## src/design/pcip_pkg.sv

```systemverilog
// Shared widths, reset values, register indexes and types for the clamp/integrate/peak core.
`timescale 1ns / 1ps
`default_nettype none

package pcip_pkg;

  localparam int SampleW    = 16;
  localparam int MaxSamples = 65536;
  localparam int CountW     = $clog2(MaxSamples);
  localparam int SumW       = 32;
  localparam int PeriodW    = 24;
  localparam int IntegW     = 56;
  localparam int CfgIdxW    = 2;
  localparam int CfgDataW   = 24;

  localparam logic signed [SampleW-1:0] ClampHighRst = 16'sh7fff;
  localparam logic signed [SampleW-1:0] ClampLowRst  = 16'sh8000;
  localparam logic [PeriodW-1:0]        PeriodRst    = 24'd4398;

  localparam logic signed [SumW-1:0] SumMax = {1'b0, {(SumW-1){1'b1}}};
  localparam logic signed [SumW-1:0] SumMin = {1'b1, {(SumW-1){1'b0}}};
  localparam logic [CountW-1:0]      CountMax = CountW'(MaxSamples - 1);

  typedef enum logic [CfgIdxW-1:0] {
    CfgClampHigh    = 2'd0,
    CfgClampLow     = 2'd1,
    CfgSamplePeriod = 2'd2
  } cfg_idx_e;

  // per-word summary handed from the accumulator to the output stage
  typedef struct packed {
    logic                      done;
    logic                      was_clamped;
    logic signed [SumW-1:0]    sum;
    logic signed [SampleW-1:0] amplitude;
    logic [CountW-1:0]         peak_index;
  } summ_t;

endpackage

`default_nettype wire

```

## src/design/pcip_accum.sv

```systemverilog
// Waveform accumulator: saturating sum, first minimum with index, clamp flag.
`timescale 1ns / 1ps
`default_nettype none

module pcip_accum import pcip_pkg::*; (
  input  wire logic                      clk_i,
  input  wire logic                      rst_ni,
  input  wire logic                      en_i,
  input  wire logic signed [SampleW-1:0] c_i,
  input  wire logic                      hit_i,
  input  wire logic                      last_i,
  output logic signed [SampleW-1:0]      c_o,
  output summ_t                          summ_o
);

  logic signed [SumW-1:0]    sum_q, sum_d;
  logic signed [SampleW-1:0] min_q, min_d;
  logic                      min_valid_q;
  logic [CountW-1:0]         idx_q, idx_d;
  logic [CountW-1:0]         count_q, count_d;
  logic                      seen_q, seen_d;
  logic signed [SumW:0]      sum_ext;
  logic                      take_min;
  logic signed [SampleW-1:0] c_q;
  summ_t                     summ_q, summ_d;

  always_comb begin
    sum_ext = {sum_q[SumW-1], sum_q} + (SumW+1)'(c_i);
    if (sum_ext[SumW] != sum_ext[SumW-1]) begin
      sum_d = sum_ext[SumW] ? SumMin : SumMax;
    end else begin
      sum_d = sum_ext[SumW-1:0];
    end
    // first word of a waveform always wins; later ones only when strictly smaller
    take_min = !min_valid_q || (c_i < min_q);
    min_d    = take_min ? c_i : min_q;
    idx_d    = take_min ? count_q : idx_q;
    seen_d   = seen_q | hit_i;
    count_d  = (count_q != CountMax) ? count_q + 1'b1 : count_q;

    summ_d = '0;
    if (last_i) begin
      summ_d.done        = 1'b1;
      summ_d.was_clamped = seen_d;
      summ_d.sum         = sum_d;
      summ_d.amplitude   = min_d;
      summ_d.peak_index  = idx_d;
    end
  end

  always_ff @(posedge clk_i or negedge rst_ni) begin
    if (!rst_ni) begin
      sum_q       <= '0;
      min_q       <= '0;
      min_valid_q <= 1'b0;
      idx_q       <= '0;
      count_q     <= '0;
      seen_q      <= 1'b0;
    end else if (en_i) begin
      if (last_i) begin
        sum_q       <= '0;
        min_q       <= '0;
        min_valid_q <= 1'b0;
        idx_q       <= '0;
        count_q     <= '0;
        seen_q      <= 1'b0;
      end else begin
        sum_q       <= sum_d;
        min_q       <= min_d;
        min_valid_q <= 1'b1;
        idx_q       <= idx_d;
        count_q     <= count_d;
        seen_q      <= seen_d;
      end
    end
  end

  always_ff @(posedge clk_i) begin
    if (en_i) begin
      c_q    <= c_i;
      summ_q <= summ_d;
    end
  end

  assign c_o    = c_q;
  assign summ_o = summ_q;

endmodule

`default_nettype wire

```

## config.mk

```make
export PLATFORM = sky130hd
export DESIGN_NAME = pcip_accum
export DESIGN_NICKNAME = d
export VERILOG_FILES = /design/src/design/pcip_pkg.sv /design/src/design/pcip_accum.sv
export SDC_FILE = /design/constraint.sdc
export NUM_CORES = 1
export LEC_CHECK = 0
export ABC_AREA = 1
export BUFFER_PORTS_ARGS = -buffer_cell sky130_fd_sc_hd__buf_2
export CAP_MARGIN = 25
export CELL_PAD_IN_SITES_DETAIL_PLACEMENT = 0
export CELL_PAD_IN_SITES_GLOBAL_PLACEMENT = 2
export CORE_MARGIN = 2
export CORE_UTILIZATION = 38
export DETAILED_ROUTE_END_ITERATION = 6
export GPL_ROUTABILITY_DRIVEN = 1
export PLACE_DENSITY_LB_ADDON = 0.25
export SLEW_MARGIN = 5
export SYNTH_ARGS = -nofsm -noshare
export SYNTH_HDL_FRONTEND = slang
export SYNTH_SLANG_ARGS = --single-unit
```

## constraint.sdc

```tcl
create_clock -name clk_i -period 3.8 [get_ports clk_i]
set_clock_uncertainty 0.1 [all_clocks]
set_input_delay 0.19 -clock clk_i [delete_from_list [all_inputs] [get_ports clk_i]]
set_output_delay 0.19 -clock clk_i [all_outputs]
set_load 0.03 [all_outputs]
```

==> results of run 1 <==
==> per-layer routing <==
metal	vias up	wire (um)	GRT usage [%]
met5	-	0	0
met4	0	368	5.11
met3	20	697	2.79
met2	128	12600	35.8
met1	3745	12700	28.4
li1	4266	-	-
==> path summary, 6_finish.rpt <==
kind,from,end,depth (start not counted)
min reg2reg,min_q[10],min_q[10],2
min in group asynchronous,rst_ni,idx_q[8],2
max,c_i[0],summ_o[46],18
max in group asynchronous,rst_ni,sum_q[15],3
min,last_i,summ_o[65],1
max reg2reg,sum_q[0],summ_o[46],16
==> sequential cells by signal, indices dropped and copies added (netlist names) <==
signal,cells
min_q,16
idx_q,16
summ_o,66
min_valid_q,1
seen_q,1
sum_q,32
count_q,16
c_o,16
==> area by class of cell <==
| type | instances | area share [%] |
|---|---|---|
| Inverter | 141 | 4.69 |
| Clock buffer | 18 | 3.99 |
| Multi-Input combinational cell | 908 | 39.2 |
| Sequential cell | 164 | 40.0 |
| Tap cell | 330 | 3.66 |
| Clock inverter | 14 | 1.44 |
| Timing Repair Buffer | 131 | 6.99 |
==> placed cells by master (no fill, tap or decap), types with 4 or more instances in the layout <==
cell type      synthesis  layout
xor2_1                15      15
o21ai_2                4       4
buf_2                  6     100
nand4_1               36      36
nor2_1               100      99
xnor2_1                4       4
dfrtp_1               82      82
ha_1                  48      48
dlygate4sd3_1          0      17
nand3b_1               9       9
a21oi_1               69      69
clkbuf_16              0      18
nor3_1                13      13
nand2_1              483     483
nand3_1               63      63
o21ai_1                6       6
nand2_2                6       6
and2_1                 8       8
inv_1                140     139
o21ai_0               21      21
edfxtp_1              82      82
buf_4                  3      13
o21bai_1               8       8
==> through the flow <==
step	total power [uW]	utilization [%]	setup WS [ps]	cells	instance area [um2]
2_1_floorplan	5160	-	1430	1254	9640
3_3_place_gp	6060	41.9	707	1657	10500
3_5_place_dp	6070	41.9	656	1657	10500
4_1_cts	7920	45.1	642	1706	11300
5_1_grt	8500	45.1	439	1706	11300
6_report	7820	45.1	661	1706	11300
==> cell usage after synthesis, drive strengths merged <==
cell type and number:
o21bai 8, o21ai 31, buf 11, xor2 15, or2 4, o31ai 1, nor3 13, clkinv 1
fa 1, nor2 103, inv 140, xnor2 4, edfxtp 82, ha 48, clkbuf 30, nand2 491
nand3b 9, nand3 63, a31oi 1, nand4 36, a21oi 69, a211oi 3, and2 8, dfrtp 82
==> cell families (layout without fill, tap and decap cells) <==
| logic type | count (synthesis) | after routing | share of synthesized area, % |
|---|---|---|---|
| AO/OA/AOI/OAI | 113 | 113 | 6.34 |
| XOR/XNOR | 19 | 19 | 1.73 |
| adder cells (fa/ha/maj) | 49 | 49 | 6.44 |
| buffers and inverters | 182 | 304 | 7.36 |
| flip-flops | 164 | 164 | 46.8 |
| AND/OR/NAND/NOR | 727 | 727 | 31.3 |
==> power groups by stage <==
stage	clock (uW)	sequential [uW]	combinational [uW]
final	1810	2490	3520
after global routing	1940	2530	4030
after CTS	1850	2490	3570
after detailed placement	0	2530	3540
after global placement	0	2530	3540
after floorplan	0	2830	2330
==> critical path, stage by stage <==
cell and delay, ps:
dlygate4sd3_1 530, buf_2 170, ha_1 200, inv_1 60, fa_1 360, inv_1 100, nand2_1 70, nand2_1 80
nand3_1 90, nand2_2 120, nand2_1 70, nand2_2 110, nand2_2 80, nand3_1 120, nand2_4 90, nand2_4 400
buf_4 260, a21oi_1 70
==> metrics.txt, run 1 <==
CP Class in2reg; Resized Gates After CTS 0; synthesized instance count 1254; Synth Cell Area about 9600 um2; fillers 2569; # clock sinks approximately 160; first-pass GRT wire length 43.5 mm; # diodes 0; largest net degree at the start of global routing 66; worst-margin pin slew 839 ps; vias in the first global route between 8k and 9k; crit path capture type flop; CTS tree yes; Die Height ~160 um; Worst Path Max Fanout 45; synth unique cells 34; Storage cell area ~4500 um2; R2R Setup Slk 780 ps; Yosys reg bits 164; DRC Markers 0; Ys Warns 0; Final period util approximately 83%; Post-DP HPWL 18.4 mm; ranking of synthesized cells by area edfxtp_1 26%, dfrtp_1 21%, nand2_1 19%, ha_1 6.2%, inv_1 5.4%; Req. time, crit path 3850 ps; row count slightly below 60; core area 25000 um2; Logic pwr share 45.0%; routability cong. 0.831; Post-CTS Hold Buffers 17; clk_lat worst skew 430 ps; Final TNS setup 0 ps; switch share 43.4%; Nets 1433; Hold Crit Class in2reg; Max Slew Vio Count 0; Clk pin slew, worst setup/hold paths about 70 ps; initial antenna violation count 0; Max Fclk 319 MHz; CP arrival 3190 ps; Remaining Overflow, GRT 0; die area 26700 um2; Seq pwr share 31.8%; Leak 0.00582 uW; RSZ-0062 raised after global routing false; top cell type's share of synthesized area 25.5%; antenna-violating nets left 0; Vias 8159; syn avg cell area 7.69 um2; 1st-iter DRT viols 526; Net Count, Synth between 1k and 1.5k; worst rel slew slack 44.1%; Max Buffers Root-to-Sink 2; Num CTS Buffers 17; Final Hold Viols 0; layout cell share with drive strength beyond 1 12.1%; GR Util All Layers 21.0%; switching pwr between 3000 and 4000 uW; starting density of the core 38.5%; IO Port Bufs 102; Final min period 3140 ps; Via density 4.78; status completed; Post-CTS Setup Bufs 0; WL per Instance 15.5 um; final setup violation count 0; htree depth 4; Area Overhead vs Synth 17.0%; DRT Wirelength approximately 26 mm; post-synthesis sequential area ratio 46.8%; IO Pins between 100 and 150; final hold slack 69.9 ps; Die W 163 um; multi-input logic area 4430 um2; Worst VDD drop ~290 uV; DRT Pass-1 Iters 4; part of the power in the clock network 23.1%; Int Power 4430 uW; root buffer cell clkbuf_16; crit start category primary input; reported max-cap violation count 0; PwrDens 693 nW/um2; area leader, netlist edfxtp_1
Note: power is estimated with default switching activity, not from simulation.
==> inputs of run 2 (changes only) <==
ABC_AREA = 0   (was 1)
clock period = 3.2 ns   (was 3.8 ns; I/O delays follow)
==> run 2 against run 1 <==
Against the previous run: area after synthesis down 5.7%; non-clock buffer count up 25; sequential power up 18%; cell count down 22%; die area down 5.6%; total power up 19%; worst hold slack worse by 64 ps; highest routed layer unchanged; critical path depth down 6; global-route usage down 0.70 points; synthesized cell count down 30%; utilization up 1.8 points.
==> metrics.txt, run 2 <==
Max Fclk about 330 MHz; CP max stage cell dlygate4sd3_1; DRC Markers 0 (unchanged); Worst R2R Start sum_q[18]; Post-DP HPWL 16.6 mm (-9.6%); synth unique cells 76 (+120%); crit start category primary input; commonest non-fill, non-tap cell in the layout buf_2; Int Power 5620 uW (+27%); root buffer cell clkbuf_16; Via density 5.51 (+15%); slowest cell delay on critical path 530 ps (about the same); Worst Path Max Fanout 9 (-80%); DP Cell Count 1277 (-23%); Hold Crit Class in2reg; Post-synth EDFFs 82 (unchanged); Finished Cell Area 11000 um2 (-2.5%); core area 23500 um2 (-6.2%); most frequent cells after synthesis 92 x a21oi_1, 82 x dfrtp_1, 82 x edfxtp_1; Most used DFF post-synth edfxtp_1; Die W 159 um (-2.8%); R2R Setup Slk 210 ps (-570 ps); total power 9340 uW (+19%); routability cong. 0.848 (+2.1%); Synth Cell Area 9090 um2 (-5.7%); initial antenna violation count 0 (unchanged); ranking of synthesized cells by area edfxtp_1 27%, dfrtp_1 23%, ha_1 6.6%, a21oi_1 5.1%, o21ai_0 4.5%; Nets 1066 (-26%); GR Util All Layers 20.3% (-0.70 points); Post-Place Cell Area 10100 um2 (-4.2%); multi-input logic area 4230 um2 (-4.5%); Storage cell area 4510 um2 (unchanged); # diodes 0 (unchanged); Worst VDD drop 368 uV (+27%); Seq pwr share 31.6% (-0.2 points); row count 56 (-3.4%); die area 25200 um2 (-5.6%); fillers 2219 (-14%); R2R depth 10 (-6); status completed; Max Buffers Root-to-Sink 2 (unchanged); Vias 7311 (-10%); CTS tree yes; Max Slew Vio Count 0 (unchanged); Final period util between 90% and 100%; max reg flops 66 (unchanged); crit path capture type flop; worst-margin pin slew 754 ps (-85.2 ps); most frequent cells in the layout 100 x buf_2, 89 x a21oi_1, 82 x edfxtp_1, 82 x dfrtp_1, 80 x o21ai_0; final setup violation count 0 (unchanged); starting density of the core 38.7% (+0.22 points); clk_lat worst skew 430 ps (about the same); post-synthesis sequential area ratio 49.7% (+2.8 points); top cell type's share of synthesized area 27.1% (+1.5 points); Final TNS setup 0 ps (unchanged); 1st-iter DRT viols 477 (-9.3%); Die Height 159 um (-2.8%); largest family of logic cells by synthesized area compound AO/OA/AOI/OAI gates; IO Pins 103 (unchanged); layout cell share with drive strength beyond 1 21.7% (+9.6 points); FF-to-FF End summ_o[40]; Net Count, Synth 949 (-28%); Worst Min Path Start c_i[10]; Finished Layout Cells 1328 (-22%); largest net degree at the start of global routing 61 (-7.6%); count leader, synth a21oi_1; Min-Delay Path Depth 2 (+1); switching pwr 3730 uW (+9.8%); Num CTS Buffers 17 (unchanged); post-synthesis compound-gate area fraction 24.1% (+18 points); switch share 39.9% (-3.5 points); async set-reset flop share out of synthesis 50.0% (unchanged); PwrDens 849 nW/um2 (+22%); CP arrival 3100 ps (-90 ps); XOR/XNOR share of the synthesized area 3.17% (+1.4 points); Remaining Overflow, GRT 0 (unchanged); synthesized instance count 879 (-30%); # clock sinks 164 (unchanged); worst rel slew slack 49.7% (+5.7 points); Yosys reg bits 164 (unchanged); fin util 46.9% (+1.8 points); area leader, netlist edfxtp_1; DRT Wirelength 25.4 mm (-3.9%); vias in the first global route 6891 (-15%); Req. time, crit path 3270 ps (-580 ps); antenna-violating nets left 0 (unchanged); simple-gate portion of the synthesized area 10.9% (-20 points); Logic pwr share 44.5% (-0.5 points); CP Class in2reg; post-synthesis adder-cell area fraction 6.83% (+0.39 points); Final min period 3040 ps; reported max-cap violation count 0 (unchanged); IO Port Bufs 102 (unchanged); Leak 0.00465 uW (-20%); mux contribution to synthesized area 0.220% (+0.22 points); Final Hold Viols 0 (unchanged); Ys Warns 0 (unchanged); syn avg cell area 10.3 um2 (+34%); Min-Delay Endpoint c_o[10]; htree depth 4 (unchanged); DRT Pass-1 Iters 5 (+1); Area Overhead vs Synth 21.1%; Clk pin slew, worst setup/hold paths 70 ps (about the same); first-pass GRT wire length 39.1 mm (-10%); WL per Instance 19.1 um (+23%); cells along the critical path dlygate4sd3_1, buf_2, ha_1, a21oi_1, o21ai_0, a221oi_2, a21oi_4, nor2_4, a2bb2oi_4, buf_4, a21boi_1, nor2_1; part of the power in the clock network 23.9% (+0.8 points)
run 2: cell types whose count changed after synthesis, sizes merged, moves of 10 or more:
cell / delta
nand2: -452
nand3: -18
o211ai: +10
a21oi: +25
o21ai: +59
a22o: +32
nand4: -28
nor2: -62
o221ai: +24
a21o: +21
buf: +17
inv: -88
run 2: power groups by stage:
| stage | clock network, uW | logic, uW | registers (uW) |
|---|---|---|---|
| finish | 2230 | 4160 | 2950 |
| global placement | 0 | 3950 | 2990 |
| floorplan | 0 | 2450 | 3350 |
| CTS | 2270 | 4000 | 2950 |
| global route | 2350 | 4590 | 3000 |
| detailed placement | 0 | 3950 | 2990 |
run 2: metrics by stage:
step / hold slack (ps) / worst slack (ps)
floorplan: -236 / 393
detailed placement: 116 / 39.7
global route: 6.45 / -11.3
global placement: 96.9 / -9.10
finish: 5.81 / 162
CTS: 5.63 / 14.8
run 2: cell type report:
cell class	count	area share, %
clock inverters	11	1.42
multi-input cells	605	38.4
repair buffers	156	9.27
well taps	319	3.63
flip-flops and latches	164	41.0
inverters	52	1.77
clock buffers	21	4.48
run 2: timing repair:
item                                    CTS  global route
endpoints found under the setup margin    1            62
cloned                                    0             3
gates resized for setup                   1            20
pin swaps                                 0             4
hold buffers                             15             0
hold endpoints to repair                 66             0
setup buffers                             0             1
run 2: critical path, delay by kind of cell:
kind                     cells  cell delay, ps
AND/OR/NAND/NOR              2             240
adder cells (fa/ha/maj)      1             390
AO/OA/AOI/OAI                6            1450
buffers and inverters        3             890
run 2: cell families after synthesis:
logic type	count (synthesis)
DFF	164
AOI/OAI and AO/OA	329
muxes	2
adders and majority gates	49
xor gates and xnor gates	32
buffers and inverters	111
and+or+nand+nor	192
run 2: how the worst max path moves through the flow:
stage / start / to / slack (ps) / cells after the start
floorplan: sum_q[0] / summ_o[57] / 390 / 13
global placement: c_i[0] / summ_o[58] / -9 / 12
detailed placement: sum_q[0] / summ_o[58] / 40 / 11
CTS: c_i[0] / summ_o[35] / 10 / 14
global route: c_i[3] / summ_o[54] / -10 / 13
finish: c_i[8] / summ_o[61] / 160 / 12
run 2: metal layers:
| metal | up-vias | global-route usage, % | part of all wire [%] |
|---|---|---|---|
| met5 | - | 0 | 0 |
| met4 | 0 | 4.98 | 1.1 |
| met3 | 17 | 3.62 | 4.3 |
| met2 | 180 | 31.4 | 46 |
| met1 | 3594 | 29.5 | 49 |
| li1 | 3520 | - | - |
==> inputs of run 3 (changes only) <==
REMOVE_ABC_BUFFERS = 1   (was default)
==> run 3 against run 2 <==
Against the previous run: register-to-register slack lost 70 ps; wire length is 3.5% lower; setup slack got worse by 59 ps; non-clock buffer count is 1 higher; via count decreased by 0.41%; critical path depth stayed put; fmax decreased by 1.9%.
==> metrics.txt, run 3 (same netlist as run 2, synthesis figures left out) <==
status completed; Seq pwr share 32.6% (+1.0 points); Worst Path Max Fanout 7 (-2); R2R depth 10 (unchanged); root buffer cell clkbuf_16; WL per Instance 18.4 um (-3.5%); FF-to-FF End summ_o[60]; Clk pin slew, worst setup/hold paths 70 ps (about the same); R2R Setup Slk 140 ps (-70 ps); CP Class in2reg; Min-Delay Path Depth 2 (unchanged); crit path capture type flop; CP arrival 3180 ps (+80 ps); Final min period 3100 ps (+58.6 ps); first-pass GRT wire length 39.1 mm (about the same); reported max-cap violation count 0 (unchanged); DRT Pass-1 Iters 5 (unchanged); switch share 40.7% (+0.85 points); starting density of the core 38.7% (unchanged); Finished Cell Area 10900 um2 (-0.73%); GR Util All Layers 20.0% (-0.27 points); htree depth 4 (unchanged); # clock sinks 164 (unchanged); layout cell share with drive strength beyond 1 21.8% (+0.099 points); commonest non-fill, non-tap cell in the layout buf_2; IO Pins 103 (unchanged); Worst Min Path Start c_i[4]; Die W 159 um (unchanged); Max Slew Vio Count 0 (unchanged); Worst R2R Start sum_q[4]; Int Power 5340 uW (-4.9%); final hold slack 6.75 ps (+0.937 ps); initial antenna violation count 0 (unchanged); Hold Crit Class in2reg; max reg flops 66 (unchanged); IO Port Bufs 102 (unchanged); Area Overhead vs Synth 20.2%; Num CTS Buffers 17 (unchanged); crit start category primary input; Logic pwr share 44.2% (-0.3 points); worst-margin pin slew 932 ps (+178 ps); Worst VDD drop 372 uV (+1.0%); cells along the critical path dlygate4sd3_1, buf_2, ha_1, o211ai_1, o211ai_1, nand4bb_1, a21oi_2, nor2_2, buf_4, xor2_2, o21a_1, nor2_1; Leak 0.00463 uW (-0.46%); PwrDens 824 nW/um2 (-2.9%); DRC Markers 0 (unchanged); worst rel slew slack 37.9% (-12 points); # diodes 0 (unchanged); 1st-iter DRT viols 412 (-14%); CP most frequent cell o211ai_1; Nets 1066 (unchanged); most frequent cells in the layout 100 x buf_2, 88 x a21oi_1, 82 x edfxtp_1, 82 x dfrtp_1, 81 x o21ai_0; Remaining Overflow, GRT 0 (unchanged); Post-DP HPWL 16.9 mm (+1.5%); routability cong. 0.820 (-3.3%); Min-Delay Endpoint c_o[4]; die area 25200 um2 (unchanged); row count 56 (unchanged); part of the power in the clock network 23.2% (-0.7 points); DRT Wirelength 24.5 mm (-3.5%); Final period util 96.8% (+1.8 points); antenna-violating nets left 0 (unchanged); Max Fclk 323 MHz (-1.9%); final setup violation count 0 (unchanged); Req. time, crit path 3280 ps (about the same); Post-Place Cell Area 10100 um2 (+0.47%); CP max stage cell dlygate4sd3_1; core area 23500 um2 (unchanged); vias in the first global route 7028 (+2.0%); Vias 7281 (-0.41%); slowest cell delay on critical path 530 ps (about the same); Max Buffers Root-to-Sink 2 (unchanged); Die Height 159 um (unchanged); switching pwr 3670 uW (-1.5%); clk_lat worst skew 430 ps (about the same); Final Hold Viols 0 (unchanged); largest net degree at the start of global routing 68 (+11%); CTS tree yes; Via density 5.48 (-0.41%)
run 3: how the worst max path moves through the flow:
stage / start / end / slack [ps]
after global placement: sum_q[0] / summ_o[58] / 70
final: c_i[3] / summ_o[60] / 100
after detailed placement: sum_q[0] / summ_o[58] / 30
after floorplan: min_q[9] / idx_q[0] / -740
after global routing: c_i[3] / sum_q[18] / -20
after CTS: c_i[0] / sum_q[11] / 30
run 3: cell type report:
class / instances / area (um2)
Clock buffer: 18 / 450
Clock inverter: 14 / 153
Fill cell: 2251 / 12500
Inverter: 52 / 195
Multi-Input combinational cell: 604 / 4190
Sequential cell: 164 / 4510
Tap cell: 319 / 399
Timing Repair Buffer: 157 / 1030
run 3: worst max-delay path: cells and delay by family:
kind,cells,cell delay [ps]
AO/OA/AOI/OAI,4,1040
buffers and inverters,3,870
adder cells (fa/ha/maj),1,360
AND/OR/NAND/NOR,3,360
XOR/XNOR,1,360
run 3: per-layer routing:
metal  vias up  routed length [um]  track usage [%]
met2       151               11400             31.9
met5         -                   0                0
met1      3578               11900             28.9
met3        24                 840             2.67
li1       3528                   -                -
met4         0                 323             5.06
run 3: timing repair:
action / CTS / global route
setup buffers: 0 / 2
cloned: 0 / 0
hold buffers: 14 / 0
endpoints found under the setup margin: 1 / 51
pin swaps: 0 / 4
hold endpoints to repair: 85 / 0
resized for setup: 1 / 10
run 3: stage by stage:
step	setup TNS [ps]	power [uW]	util [%]	cells	setup WS, ps
detailed placement	0	6860	43.1	1280	25.1
floorplan	-23820	5690	-	820	-744
global route	-182	9630	46.6	1328	-22.5
finish	0	9010	46.6	1328	103
CTS	0	9010	46.3	1326	29.8
global placement	0	6880	43.1	1280	70.5
run 3: power groups by stage:
stage / Clock, uW / Sequential (uW) / Combinational [uW]
finish: 2090 / 2940 / 3980
global route: 2220 / 2990 / 4410
CTS: 2130 / 2950 / 3930
floorplan: 0 / 3360 / 2330
global placement: 0 / 2990 / 3890
detailed placement: 0 / 2980 / 3880
